`src/hdl/shs_pkg.sv`:
```
`default_nettype none
package shs_pkg;

    typedef logic [31:0] word_t;

    localparam int NUM_ROUNDS = 80;
    localparam int SCHED_DEPTH = 16;

    // round constants
    localparam word_t K_0 = 32'h5A827999;
    localparam word_t K_1 = 32'h6ED9EBA1;
    localparam word_t K_2 = 32'h8F1BBCDC;
    localparam word_t K_3 = 32'hCA62C1D6;

    // initial chaining words, index 0 is H0
    localparam word_t [4:0] H_INIT = '{
        32'hC3D2E1F0, 32'h10325476, 32'h98BADCFE, 32'hEFCDAB89, 32'h67452301
    };

    // padding
    localparam logic [7:0] PAD_MARK = 8'h80;
    localparam logic [5:0] LEN_POS = 6'd56;
    localparam logic [5:0] LAST_POS = 6'd63;

    typedef enum logic [2:0] {
        ST_IDLE,
        ST_PAD,
        ST_ROUND,
        ST_ADD,
        ST_OUT
    } shs_state_t;

    // control towards the round unit
    typedef struct packed {
        logic load;
        logic step;
        logic add;
        logic init;
    } shs_round_ctrl_t;

    function automatic word_t rotl(input word_t v, input int unsigned n);
        return (v << n) | (v >> (32 - n));
    endfunction

endpackage
`default_nettype wire

```
`src/hdl/shs_in_if.sv`:
```
`default_nettype none
interface shs_in_if;
    logic       valid;
    logic       ready;
    logic [7:0] msg_byte;
    logic       byte_valid;
    logic       end_of_message;

    modport source (
        output valid, msg_byte, byte_valid, end_of_message,
        input  ready
    );
    modport sink (
        input  valid, msg_byte, byte_valid, end_of_message,
        output ready
    );
endinterface
`default_nettype wire

```
`src/hdl/shs_out_if.sv`:
```
`default_nettype none
interface shs_out_if;
    logic        valid;
    logic        ready;
    logic [63:0] digest_high;
    logic [63:0] digest_middle;
    logic [31:0] digest_low;

    modport source (
        output valid, digest_high, digest_middle, digest_low,
        input  ready
    );
    modport sink (
        input  valid, digest_high, digest_middle, digest_low,
        output ready
    );
endinterface
`default_nettype wire

```
`src/hdl/shs_word_cell.sv`:
```
`default_nettype none
module shs_word_cell
    import shs_pkg::*;
(
    input  wire   clk,
    input  wire   shift,
    input  word_t d,
    output word_t q
);

    word_t q_reg;

    // take the neighbour's word on every shift
    always_ff @(posedge clk)
    begin
        if (shift)
        begin
            q_reg <= d;
        end
    end

    assign q = q_reg;

endmodule
`default_nettype wire

```
`src/hdl/shs_round_unit.sv`:
```
`default_nettype none
module shs_round_unit
    import shs_pkg::*;
(
    input  wire             clk,
    input  wire             rst_n,
    input  shs_round_ctrl_t ctrl,
    input  logic [6:0]      round_idx,
    input  word_t           w,
    output word_t [4:0]     h
);

    word_t [4:0] h_reg;
    word_t [4:0] work_reg;
    word_t       f;
    word_t       k;
    word_t       t;

    // round function and constant by round group
    always_comb
    begin
        priority if (round_idx < 7'd20)
        begin
            f = (work_reg[1] & work_reg[2]) | (~work_reg[1] & work_reg[3]);
            k = K_0;
        end
        else if (round_idx < 7'd40)
        begin
            f = work_reg[1] ^ work_reg[2] ^ work_reg[3];
            k = K_1;
        end
        else if (round_idx < 7'd60)
        begin
            f = (work_reg[1] & work_reg[2]) | (work_reg[1] & work_reg[3])
              | (work_reg[2] & work_reg[3]);
            k = K_2;
        end
        else
        begin
            f = work_reg[1] ^ work_reg[2] ^ work_reg[3];
            k = K_3;
        end
        t = rotl(work_reg[0], 5) + f + work_reg[4] + k + w;
    end

    // working words a..e
    always_ff @(posedge clk)
    begin
        if (ctrl.load)
        begin
            work_reg <= h_reg;
        end
        else if (ctrl.step)
        begin
            work_reg[0] <= t;
            work_reg[1] <= work_reg[0];
            work_reg[2] <= rotl(work_reg[1], 30);
            work_reg[3] <= work_reg[2];
            work_reg[4] <= work_reg[3];
        end
    end

    // chaining words
    always_ff @(posedge clk or negedge rst_n)
    begin
        if (!rst_n)
        begin
            h_reg <= H_INIT;
        end
        else if (ctrl.init)
        begin
            h_reg <= H_INIT;
        end
        else if (ctrl.add)
        begin
            for (int i = 0; i < 5; i++)
            begin
                h_reg[i] <= h_reg[i] + work_reg[i];
            end
        end
    end

    assign h = h_reg;

endmodule
`default_nettype wire

```
`src/hdl/sha1_stream_hash_core.sv`:
```
`default_nettype none
// channel   dir   payload                                            handshake
// in_ch     in    msg_byte[8], byte_valid, end_of_message           valid/ready
// out_ch    out   digest_high[64], digest_middle[64], digest_low[32] valid/ready
//
// one byte is taken per cycle while ready; every 64th byte (message or
// padding) starts the 80-round compression, one round per cycle through the
// 16-cell schedule chain, then the chaining add; input stalls meanwhile.
// an end mark inserts padding at one byte per cycle outside the rounds (9 to
// 72 bytes and one or two compressions), then the ST_OUT state loads the
// digest into the output register once that register is free. rst_n clears
// control and bit count and sets the initial chaining words at once; buffer
// cells are not reset. the digest register holds while out_ch stalls; input
// keeps flowing until a further digest would overwrite an untaken one.
module sha1_stream_hash_core
    import shs_pkg::*;
(
    input  wire        clk,
    input  wire        rst_n,
    shs_in_if.sink     in_ch,
    shs_out_if.source  out_ch
);

    shs_state_t      state_reg;
    shs_state_t      state_next;
    shs_round_ctrl_t rctrl;

    logic [63:0] bit_count_reg;
    logic [63:0] len_reg;
    logic [5:0]  pos_reg;
    logic [23:0] acc_reg;
    logic [6:0]  round_reg;
    logic        pad_active_reg;
    logic        sent80_reg;
    logic        len_phase_reg;
    logic        final_reg;
    logic        out_valid_reg;
    logic [63:0] dig_high_reg;
    logic [63:0] dig_mid_reg;
    logic [31:0] dig_low_reg;

    logic        accept;
    logic        in_ready;
    logic        feed_en;
    logic [7:0]  feed_byte;
    logic        push;
    logic        block_full;
    logic        len_ph;
    logic [7:0]  len_byte;
    logic [7:0]  pad_byte;
    logic        digest_load;
    logic        out_free;
    logic        round_last;
    logic        sched_shift;
    word_t       w_new;
    word_t       chain_in;
    word_t [SCHED_DEPTH-1:0] cell_q;
    word_t [4:0] h;

    assign accept     = in_ch.valid && in_ready;
    assign out_free   = !out_valid_reg || out_ch.ready;
    assign round_last = (round_reg == 7'(NUM_ROUNDS - 1));

    // padding byte source
    assign len_ph   = sent80_reg && (len_phase_reg || pos_reg == LEN_POS);
    assign len_byte = 8'(len_reg >> {~pos_reg[2:0], 3'b000});
    always_comb
    begin
        priority if (!sent80_reg)
        begin
            pad_byte = PAD_MARK;
        end
        else if (len_ph)
        begin
            pad_byte = len_byte;
        end
        else
        begin
            pad_byte = 8'h00;
        end
    end

    // next state
    always_comb
    begin
        state_next = state_reg;
        unique case (state_reg)
            ST_IDLE:
            begin
                if (block_full)
                begin
                    state_next = ST_ROUND;
                end
                else if (accept && in_ch.end_of_message)
                begin
                    state_next = ST_PAD;
                end
            end
            ST_PAD:
            begin
                if (block_full)
                begin
                    state_next = ST_ROUND;
                end
            end
            ST_ROUND:
            begin
                if (round_last)
                begin
                    state_next = ST_ADD;
                end
            end
            ST_ADD:
            begin
                priority if (final_reg)
                begin
                    state_next = ST_OUT;
                end
                else if (pad_active_reg)
                begin
                    state_next = ST_PAD;
                end
                else
                begin
                    state_next = ST_IDLE;
                end
            end
            ST_OUT:
            begin
                if (out_free)
                begin
                    state_next = ST_IDLE;
                end
            end
            default:
            begin
                state_next = ST_IDLE;
            end
        endcase
    end

    // state outputs
    always_comb
    begin
        in_ready    = 1'b0;
        feed_en     = 1'b0;
        feed_byte   = in_ch.msg_byte;
        rctrl       = '0;
        digest_load = 1'b0;
        unique case (state_reg)
            ST_IDLE:
            begin
                in_ready = 1'b1;
                feed_en  = in_ch.valid && in_ch.byte_valid;
            end
            ST_PAD:
            begin
                feed_en   = 1'b1;
                feed_byte = pad_byte;
            end
            ST_ROUND:
            begin
                rctrl.step = 1'b1;
            end
            ST_ADD:
            begin
                rctrl.add = 1'b1;
            end
            ST_OUT:
            begin
                digest_load = out_free;
                rctrl.init  = out_free;
            end
            default:
            begin
                in_ready = 1'b0;
            end
        endcase
        push       = feed_en && (pos_reg[1:0] == 2'b11);
        block_full = feed_en && (pos_reg == LAST_POS);
        rctrl.load = block_full;
    end

    assign in_ch.ready = in_ready;

    always_ff @(posedge clk or negedge rst_n)
    begin
        if (!rst_n)
        begin
            state_reg <= ST_IDLE;
        end
        else
        begin
            state_reg <= state_next;
        end
    end

    // message length and block position
    always_ff @(posedge clk or negedge rst_n)
    begin
        if (!rst_n)
        begin
            bit_count_reg <= '0;
            pos_reg       <= '0;
        end
        else
        begin
            if (accept && in_ch.end_of_message)
            begin
                bit_count_reg <= '0;
            end
            else if (accept && in_ch.byte_valid)
            begin
                bit_count_reg <= bit_count_reg + 64'd8;
            end
            if (feed_en)
            begin
                pos_reg <= pos_reg + 6'd1;
            end
        end
    end

    // length latched at the end mark
    always_ff @(posedge clk)
    begin
        if (accept && in_ch.end_of_message)
        begin
            len_reg <= in_ch.byte_valid ? bit_count_reg + 64'd8 : bit_count_reg;
        end
    end

    // padding progress
    always_ff @(posedge clk or negedge rst_n)
    begin
        if (!rst_n)
        begin
            pad_active_reg <= 1'b0;
            sent80_reg     <= 1'b0;
            len_phase_reg  <= 1'b0;
            final_reg      <= 1'b0;
        end
        else if (digest_load)
        begin
            pad_active_reg <= 1'b0;
            sent80_reg     <= 1'b0;
            len_phase_reg  <= 1'b0;
            final_reg      <= 1'b0;
        end
        else
        begin
            if (accept && in_ch.end_of_message)
            begin
                pad_active_reg <= 1'b1;
            end
            if (state_reg == ST_PAD)
            begin
                sent80_reg <= 1'b1;
                if (len_ph)
                begin
                    len_phase_reg <= 1'b1;
                end
                if (len_ph && block_full)
                begin
                    final_reg <= 1'b1;
                end
            end
        end
    end

    // byte to word packing
    always_ff @(posedge clk)
    begin
        if (feed_en)
        begin
            acc_reg <= {acc_reg[15:0], feed_byte};
        end
    end

    // round counter
    always_ff @(posedge clk or negedge rst_n)
    begin
        if (!rst_n)
        begin
            round_reg <= '0;
        end
        else if (rctrl.load)
        begin
            round_reg <= '0;
        end
        else if (rctrl.step)
        begin
            round_reg <= round_reg + 7'd1;
        end
    end

    // schedule chain: cell 0 holds w[t], new words enter at the far end
    assign w_new       = rotl(cell_q[13] ^ cell_q[8] ^ cell_q[2] ^ cell_q[0], 1);
    assign chain_in    = (state_reg == ST_ROUND) ? w_new : {acc_reg, feed_byte};
    assign sched_shift = push || rctrl.step;

    for (genvar i = 0; i < SCHED_DEPTH; i++)
    begin : g_cell
        shs_word_cell u_cell (
            .clk   (clk),
            .shift (sched_shift),
            .d     ((i == SCHED_DEPTH - 1) ? chain_in : cell_q[(i + 1) % SCHED_DEPTH]),
            .q     (cell_q[i])
        );
    end

    shs_round_unit u_round (
        .clk       (clk),
        .rst_n     (rst_n),
        .ctrl      (rctrl),
        .round_idx (round_reg),
        .w         (cell_q[0]),
        .h         (h)
    );

    // digest output register
    always_ff @(posedge clk or negedge rst_n)
    begin
        if (!rst_n)
        begin
            out_valid_reg <= 1'b0;
        end
        else if (digest_load)
        begin
            out_valid_reg <= 1'b1;
        end
        else if (out_ch.ready)
        begin
            out_valid_reg <= 1'b0;
        end
    end

    always_ff @(posedge clk)
    begin
        if (digest_load)
        begin
            dig_high_reg <= {h[0], h[1]};
            dig_mid_reg  <= {h[2], h[3]};
            dig_low_reg  <= h[4];
        end
    end

    assign out_ch.valid         = out_valid_reg;
    assign out_ch.digest_high   = dig_high_reg;
    assign out_ch.digest_middle = dig_mid_reg;
    assign out_ch.digest_low    = dig_low_reg;

endmodule
`default_nettype wire
```
`src/flat_wrapper.sv`:
```
// flat-port wrapper written by rule: the top's interface ports become plain ports
module sha1_stream_hash_core_flat import shs_pkg::*;
  (clk, rst_n, in_ch_valid, in_ch_msg_byte, in_ch_byte_valid, in_ch_end_of_message, in_ch_ready, out_ch_valid, out_ch_digest_high, out_ch_digest_middle, out_ch_digest_low, out_ch_ready);
  shs_in_if in_ch_i ();
  shs_out_if out_ch_i ();
  input  wire clk;
  input  wire rst_n;
  input wire logic [$bits(in_ch_i.valid)-1:0] in_ch_valid;
  input wire logic [$bits(in_ch_i.msg_byte)-1:0] in_ch_msg_byte;
  input wire logic [$bits(in_ch_i.byte_valid)-1:0] in_ch_byte_valid;
  input wire logic [$bits(in_ch_i.end_of_message)-1:0] in_ch_end_of_message;
  output wire logic [$bits(in_ch_i.ready)-1:0] in_ch_ready;
  output wire logic [$bits(out_ch_i.valid)-1:0] out_ch_valid;
  output wire logic [$bits(out_ch_i.digest_high)-1:0] out_ch_digest_high;
  output wire logic [$bits(out_ch_i.digest_middle)-1:0] out_ch_digest_middle;
  output wire logic [$bits(out_ch_i.digest_low)-1:0] out_ch_digest_low;
  input wire logic [$bits(out_ch_i.ready)-1:0] out_ch_ready;
  assign in_ch_i.valid = in_ch_valid;
  assign in_ch_i.msg_byte = in_ch_msg_byte;
  assign in_ch_i.byte_valid = in_ch_byte_valid;
  assign in_ch_i.end_of_message = in_ch_end_of_message;
  assign in_ch_ready = in_ch_i.ready;
  assign out_ch_valid = out_ch_i.valid;
  assign out_ch_digest_high = out_ch_i.digest_high;
  assign out_ch_digest_middle = out_ch_i.digest_middle;
  assign out_ch_digest_low = out_ch_i.digest_low;
  assign out_ch_i.ready = out_ch_ready;
  sha1_stream_hash_core u_core (.clk(clk), .rst_n(rst_n), .in_ch(in_ch_i), .out_ch(out_ch_i));
endmodule
```
`config.mk`:
```
export PLATFORM = sky130hd
export DESIGN_NAME = sha1_stream_hash_core_flat
export DESIGN_NICKNAME = d
export VERILOG_FILES = /design/src/hdl/shs_pkg.sv /design/src/hdl/shs_in_if.sv /design/src/hdl/shs_out_if.sv /design/src/hdl/shs_word_cell.sv /design/src/hdl/shs_round_unit.sv /design/src/hdl/sha1_stream_hash_core.sv /design/src/flat_wrapper.sv
export SDC_FILE = /design/constraint.sdc
export NUM_CORES = 2
export LEC_CHECK = 0
export ABC_CLOCK_PERIOD_IN_PS = 12900
export BUFFER_PORTS_ARGS = -buffer_cell sky130_fd_sc_hd__buf_2
export CORE_MARGIN = 2
export CORE_UTILIZATION = 40
export DETAILED_ROUTE_END_ITERATION = 10
export PLACE_DENSITY = 0.61
export SYNTH_ARGS = -nofsm -noshare
export SYNTH_HDL_FRONTEND = slang
export SYNTH_SLANG_ARGS = --single-unit
```
`constraint.sdc`:
```
create_clock -name clk -period 12.9 [get_ports clk]
set_clock_uncertainty 0.1 [all_clocks]
set_input_delay 1.29 -clock clk [delete_from_list [all_inputs] [get_ports clk]]
set_output_delay 1.29 -clock clk [all_outputs]
set_load 0.05 [all_outputs]
```
# Yosys cells after proc, flatten, opt, wreduce, memory -nomap -nowiden
# Index checks and enable logic that the tools add are counted.
# totals
word_cells,153
out_inout_bits,162
register_bits,1165
input_bits,14
# classes
shifts,1
n_reduce_logical,24
bitwise,17
order_cmp,3
addsub,12
n_eq_ne,12
n_mux,44
# ops
operator,n
$mux W160,4
$add A32 B32 Y32,9
$mux W32,6
$mux W64,3
$xor A32 B32 Y32,5
$and A32 B32 Y32,4
$or A32 B32 Y32,3
$add A64 B4 Y64 const B,1
$shr A64 B6 Y8,1
$not A32 Y32,1
$or A32 B1 Y32,1
$or A32 B30 Y32,1
$or A32 B5 Y32,1
$mux W31,1
$mux W8,3
$mux W3,6
$mux W1,17
$reduce_bool A2 Y1,8
$pmux W3 S5,1
$lt A7 B6 Y1 const B,2
$mux W7,2
$eq A6 B6 Y1 const B,2
$logic_and A1 B1 Y1,8
$add A7 B1 Y7 const B,1
16 further kinds,22

# Depth between registers and ports, before layout
# depth
word_depth,12
depth_mapped,30
mapped_depth_nobuf,28

# Modules after synthesis
# From an unflattened synthesis, not the netlist that was laid out.
# hier_totals
cells_unflattened,4301
hier_area_um2,56167.6
# by_module_without_submodules
mod,area_each_um2,cells_per_inst,instances
shs_round_unit,25957.4,2629,1
shs_word_cell,960.9,32,16
sha1_stream_hash_core,14835.5,1160,1

# Worst setup path before layout
# OpenSTA, ideal clock, no wires.
# synth_timing
path_type,flip-flop to flip-flop
start,register u_core.state_reg[0]
end,"register u_core.g_cell[0].u_cell.q_reg[0], enable pin"
arrival_ns,13.579
period_less_slack_ns,14.580
slack_ns,-1.680
t_required_ns,11.899
path_stages_with_launch,8
cell_sequence,dfrtp_1 -> clkbuf_1 -> nor3_1 -> and2_1 -> nand2_1 -> nand2_1 -> nand2_1 -> nand2_1
# synth_via
elab_chain_cells,4
# synth_rtl
item,line,source
start: declaration,sha1_stream_hash_core.sv:24,shs_state_t state_reg;
start signal: assignment,sha1_stream_hash_core.sv:194,state_reg <= state_next;
$eq A3 B1 Y1 or $logic_not A3 Y1 (tied branches),sha1_stream_hash_core.sv:150,unique case (state_reg)
$pmux W1 S2 (*),sha1_stream_hash_core.sv:150,
net u_core.feed_en,sha1_stream_hash_core.sv:44,logic feed_en;
$logic_and A1 B1 Y1 (*),sha1_stream_hash_core.sv:179,push = feed_en && (pos_reg[1:0] == 2'b11);
$logic_or A1 B1 Y1 (*),sha1_stream_hash_core.sv:299,assign sched_shift = push || rctrl.step;
net u_core.g_cell[0].u_cell.shift,shs_word_cell.sv:6,"input wire shift,"
end signal: assignment,shs_word_cell.sv:18,q_reg <= d;
end: declaration,shs_word_cell.sv:11,word_t q_reg;
# The timed path passes the listed nets; every way through them passes the cells marked *.
# A chain may end at the register's enable or synchronous reset.

# Final worst setup path
# layout_timing
start,register u_core.round_reg[3]
end,register u_core.u_round.work_reg[25] (netlist name) (data pin)
# layout_via
elab_chain_cells,10
# layout_rtl
item,line,source
start: declaration,sha1_stream_hash_core.sv:32,logic [6:0] round_reg;
start signal: assignment,sha1_stream_hash_core.sv:292,round_reg <= round_reg + 7'd1;
$lt A7 B6 Y1,shs_round_unit.sv:32,else if (round_idx < 7'd60)
$mux W32,shs_round_unit.sv:32,
$mux W32,shs_round_unit.sv:27,else if (round_idx < 7'd40)
$mux W32,shs_round_unit.sv:22,priority if (round_idx < 7'd20)
$add A32 B32 Y32 (2 in a row),shs_round_unit.sv:43,"t = rotl(work_reg[0], 5) + f + work_reg[4] + k + w;"
$add A32 B32 Y32 (*) (2 in a row),shs_round_unit.sv:43,
$mux W160 (*),shs_round_unit.sv:53,else if (ctrl.step)
$mux W160 (*),shs_round_unit.sv:49,if (ctrl.load)
end signal: assignment,shs_round_unit.sv:51,work_reg <= h_reg;
end: declaration,shs_round_unit.sv:14,word_t [4:0] work_reg;
# Every way passes the cells marked *; elsewhere a longest branch is shown, timed or not. The select of a mux whose other input is x is not followed.

==> summary.txt <==
area post-placement: 57,700 sq um
multiplexer share of the synthesized area: 0.00837
met3 track demand over resource: 0.0364
path type of the worst min-delay path: reg -> reg
top post-synthesis cells by area: sky130_fd_sc_hd__edfxtp_1 (50%), sky130_fd_sc_hd__dfrtp_1 (7.4%), sky130_fd_sc_hd__ha_1 (5.1%)
final setup vio count: 0
compound-gate portion of the synthesized area: 0.0998
top post-synthesis cells by count: sky130_fd_sc_hd__edfxtp_1 (917), sky130_fd_sc_hd__nand2_1 (662), sky130_fd_sc_hd__o21ai_0 (344)
clock-pin slew on the worst setup and hold paths: 0.06 ns
post_cts resized: 0
number of placed cells counting well taps: 6,237
critical path fanouts, max: 35
clock tree from TritonCTS: done
number of antenna cells inserted: 0
busiest layer in global routing: met2
critical path launch point: u_core.round_reg[3]
Largest stage delay, worst path: 0.55 ns
Worst Path Class, Setup: reg -> reg
post-DR wirelength/cell: 21.4 microns
growth of design area from synthesis to finish: 12.7%
required arrival time at the worst endpoint: 13.28 ns
number of global-route vias before repair: 33,500
most common flop cell mapped by yosys: sky130_fd_sc_hd__edfxtp_1
total count of max-transition violations in the final report: 0
cts-stage hold buffer count: 0
final worst-path cycle share: 0.623
HPWL after DPL: 96,400 microns
count of max-cap constraint violations: 0
floorplan die width: 374 microns
EDFF count, synth: 917
initial cell density of the core: 0.404
final design instance area without fill: 61,800 sq um
detailed-route via count: 34,500
Total Negative Setup Slacks: 0 ns
Reg2Reg Launch Point: u_core.round_reg[3]
buffers plus inverters on the worst setup path: 7
share of final-layout standard cells stronger than drive strength 1: 0.114
Yosys cell types: 94
outcome: finished clean
Worst IR Drop VDD: 0.000198 V
dominant combinational cell family by area after synthesis: simple AND/OR/NAND/NOR gates
latest clock arrival within the worst-skew pair: 0.76 ns
wire length after detailed routing: 139,000 microns
number of DRC violations after detailed-routing iteration 0: 3,267
met1 Track Usage GR: 0.281
data arrival time at the worst-slack endpoint: 8.41 ns
startpoint of the most critical hold path: u_core.g_cell[14].u_cell.q[8]
Leakage Power: 23.7 nW
final estimated routing congestion in global placement: 0.915
leading area contributor after synthesis: sky130_fd_sc_hd__edfxtp_1
htree depth: 3
floorplan row count: 135
Largest delay share family, worst path: compound AO/OA/AOI/OAI gates
sequential element share of the synthesized area: 0.614
Tightest Pin Transition: 1.14 ns
Yosys warnings: 0
Min Clock Period, post-route: 8.03 ns
cell area after synthesis: 54,800 sq um
worst hold margin: 0.304 ns
Post-synth ARST share: 0.209
number of CTS-inserted buffers: 118
final instance count without filler cells: 6,463
GR Overflow Total: 0
overall track demand over capacity in global routing: 0.196
xor/xnor cell area share of the yosys netlist: 0.0541
global-route wire length before repair: 210,000 microns
vertical die dimension: 374 microns
Fmax: 124 MHz
detailed-route vias per instance: 5.34
Synth Register Bits: 1,159
Max-slew headroom: 0.238
buffer levels on the longest clock path: 3
1st-pass router iterations: 6
most repeated cell in the gate-level netlist after synthesis: sky130_fd_sc_hd__edfxtp_1
Largest register FFs: 512
remaining design rule violation count: 0
total power per unit cell area: 249 nW/um^2
Worst setup EP type: flip-flop
clock tree root driver cell: sky130_fd_sc_hd__clkbuf_16
number of cells produced by synthesis: 4,404
simple-gate portion of the synthesized area: 0.101
core area: 136,000 sq um
Final nets: 4,939
fraction of the mapped netlist area in adder cells: 0.0967
postcts setup bufs: 0
syn avg cell area: 12.5 sq um
TritonCTS Sinks: 1,159
Top Ports: 176
worst-path cell with the longest stage delay: sky130_fd_sc_hd__fa_1
initial antenna violation count: 4
Final Total Pwr: 15.4 mW
share of the synthesized area in the top cell type: 0.502
launching element type of the critical path: flip-flop
M2 GR Usage: 0.304
total nets after synthesis: 4,767
overall die area: 140,000 sq um
unrepaired setup endpoints after global routing: false
count of input and output buffers: 175
final hold viol count: 0
largest net degree at the start of global routing: 194
antenna-violating nets left: 0
==> placed cells by master (no fill, tap or decap), types with 24 or more instances in the layout <==
cell type and count:
sky130_fd_sc_hd__edfxtp_1 917, sky130_fd_sc_hd__nand2_1 659, sky130_fd_sc_hd__o21ai_0 344, sky130_fd_sc_hd__nor2_1 265, sky130_fd_sc_hd__xnor2_1 240, sky130_fd_sc_hd__a21oi_1 229
sky130_fd_sc_hd__ha_1 224, sky130_fd_sc_hd__inv_1 208, sky130_fd_sc_hd__buf_2 174, sky130_fd_sc_hd__dfrtp_1 162, sky130_fd_sc_hd__fa_1 125, sky130_fd_sc_hd__clkbuf_16 118
sky130_fd_sc_hd__xor2_1 99, sky130_fd_sc_hd__a21o_1 89, sky130_fd_sc_hd__dfstp_2 80, sky130_fd_sc_hd__nand3_1 73, sky130_fd_sc_hd__nor2b_1 48, sky130_fd_sc_hd__nor3_1 46
sky130_fd_sc_hd__and3_1 43, sky130_fd_sc_hd__nand4_1 36, sky130_fd_sc_hd__nand2b_1 35, sky130_fd_sc_hd__clkbuf_1 29, sky130_fd_sc_hd__buf_4 29, sky130_fd_sc_hd__o21a_1 24
==> metrics by stage <==
step	util	setup slack, ns
final	0.455	4.87
after CTS	0.455	4.92
after global routing	0.455	4.09
after floorplan	-	3.21
after detailed placement	0.425	4.99
after global placement	0.425	5.10
==> report_power, final <==
part / switching, mW / internal (mW)
logic: 3.23 / 2.23
clock network: 1.49 / 2.07
registers: 0.754 / 5.63
total: 5.47 / 9.94
==> logic make-up (layout without fill, tap and decap cells) <==
group	Yosys count	in the layout
simple gates	1271	1271
flops	1159	1159
compound gates	891	891
buf+inv	366	644
fa+ha+maj	349	349
xor+xnor	339	339
mux	29	29
==> final cells by class <==
cell class / instances / area, sq um
multi-input cells: 2879 / 19800
flip-flops and latches: 1159 / 33700
fillers: 12200 / 74000
inverters: 211 / 800
clock buffers: 157 / 3200
clock inverters: 69 / 886
repair buffers: 207 / 1160
well taps: 1781 / 2230
==> worst reg2reg max path: cells and delay by family, from the launching register on <==
family	cells	cell delay, ns
xor gates and xnor gates	1	0.15
DFF	1	0.47
buffers and inverters	7	1.22
adders and majority gates	5	1.82
AOI/OAI and AO/OA	9	2.22
and+or+nand+nor	8	1.75
==> path summary, 6_finish.rpt <==
path,end,cells past startpoint,slack [ns]
max,u_core.u_round.work_reg[25],30,4.87
max in group asynchronous,u_core.bit_count_reg[47],2,10.87
min reg2reg,u_core.g_cell[13].u_cell.q[8],0,0.30
min in group asynchronous,u_core.u_round.h[20],1,0.40
min,u_core.g_cell[13].u_cell.q[8],0,0.30
max reg2reg,u_core.u_round.work_reg[25],30,4.87
==> metal layers <==
| metal | share of wire | up-vias |
|---|---|---|
| met4 | 0.029 | 2 |
| met3 | 0.063 | 229 |
| li1 | - | 16100 |
| met2 | 0.45 | 1005 |
| met5 | 0.000094 | - |
| met1 | 0.46 | 17200 |
No activity file was read; power rests on OpenSTA's default activity.
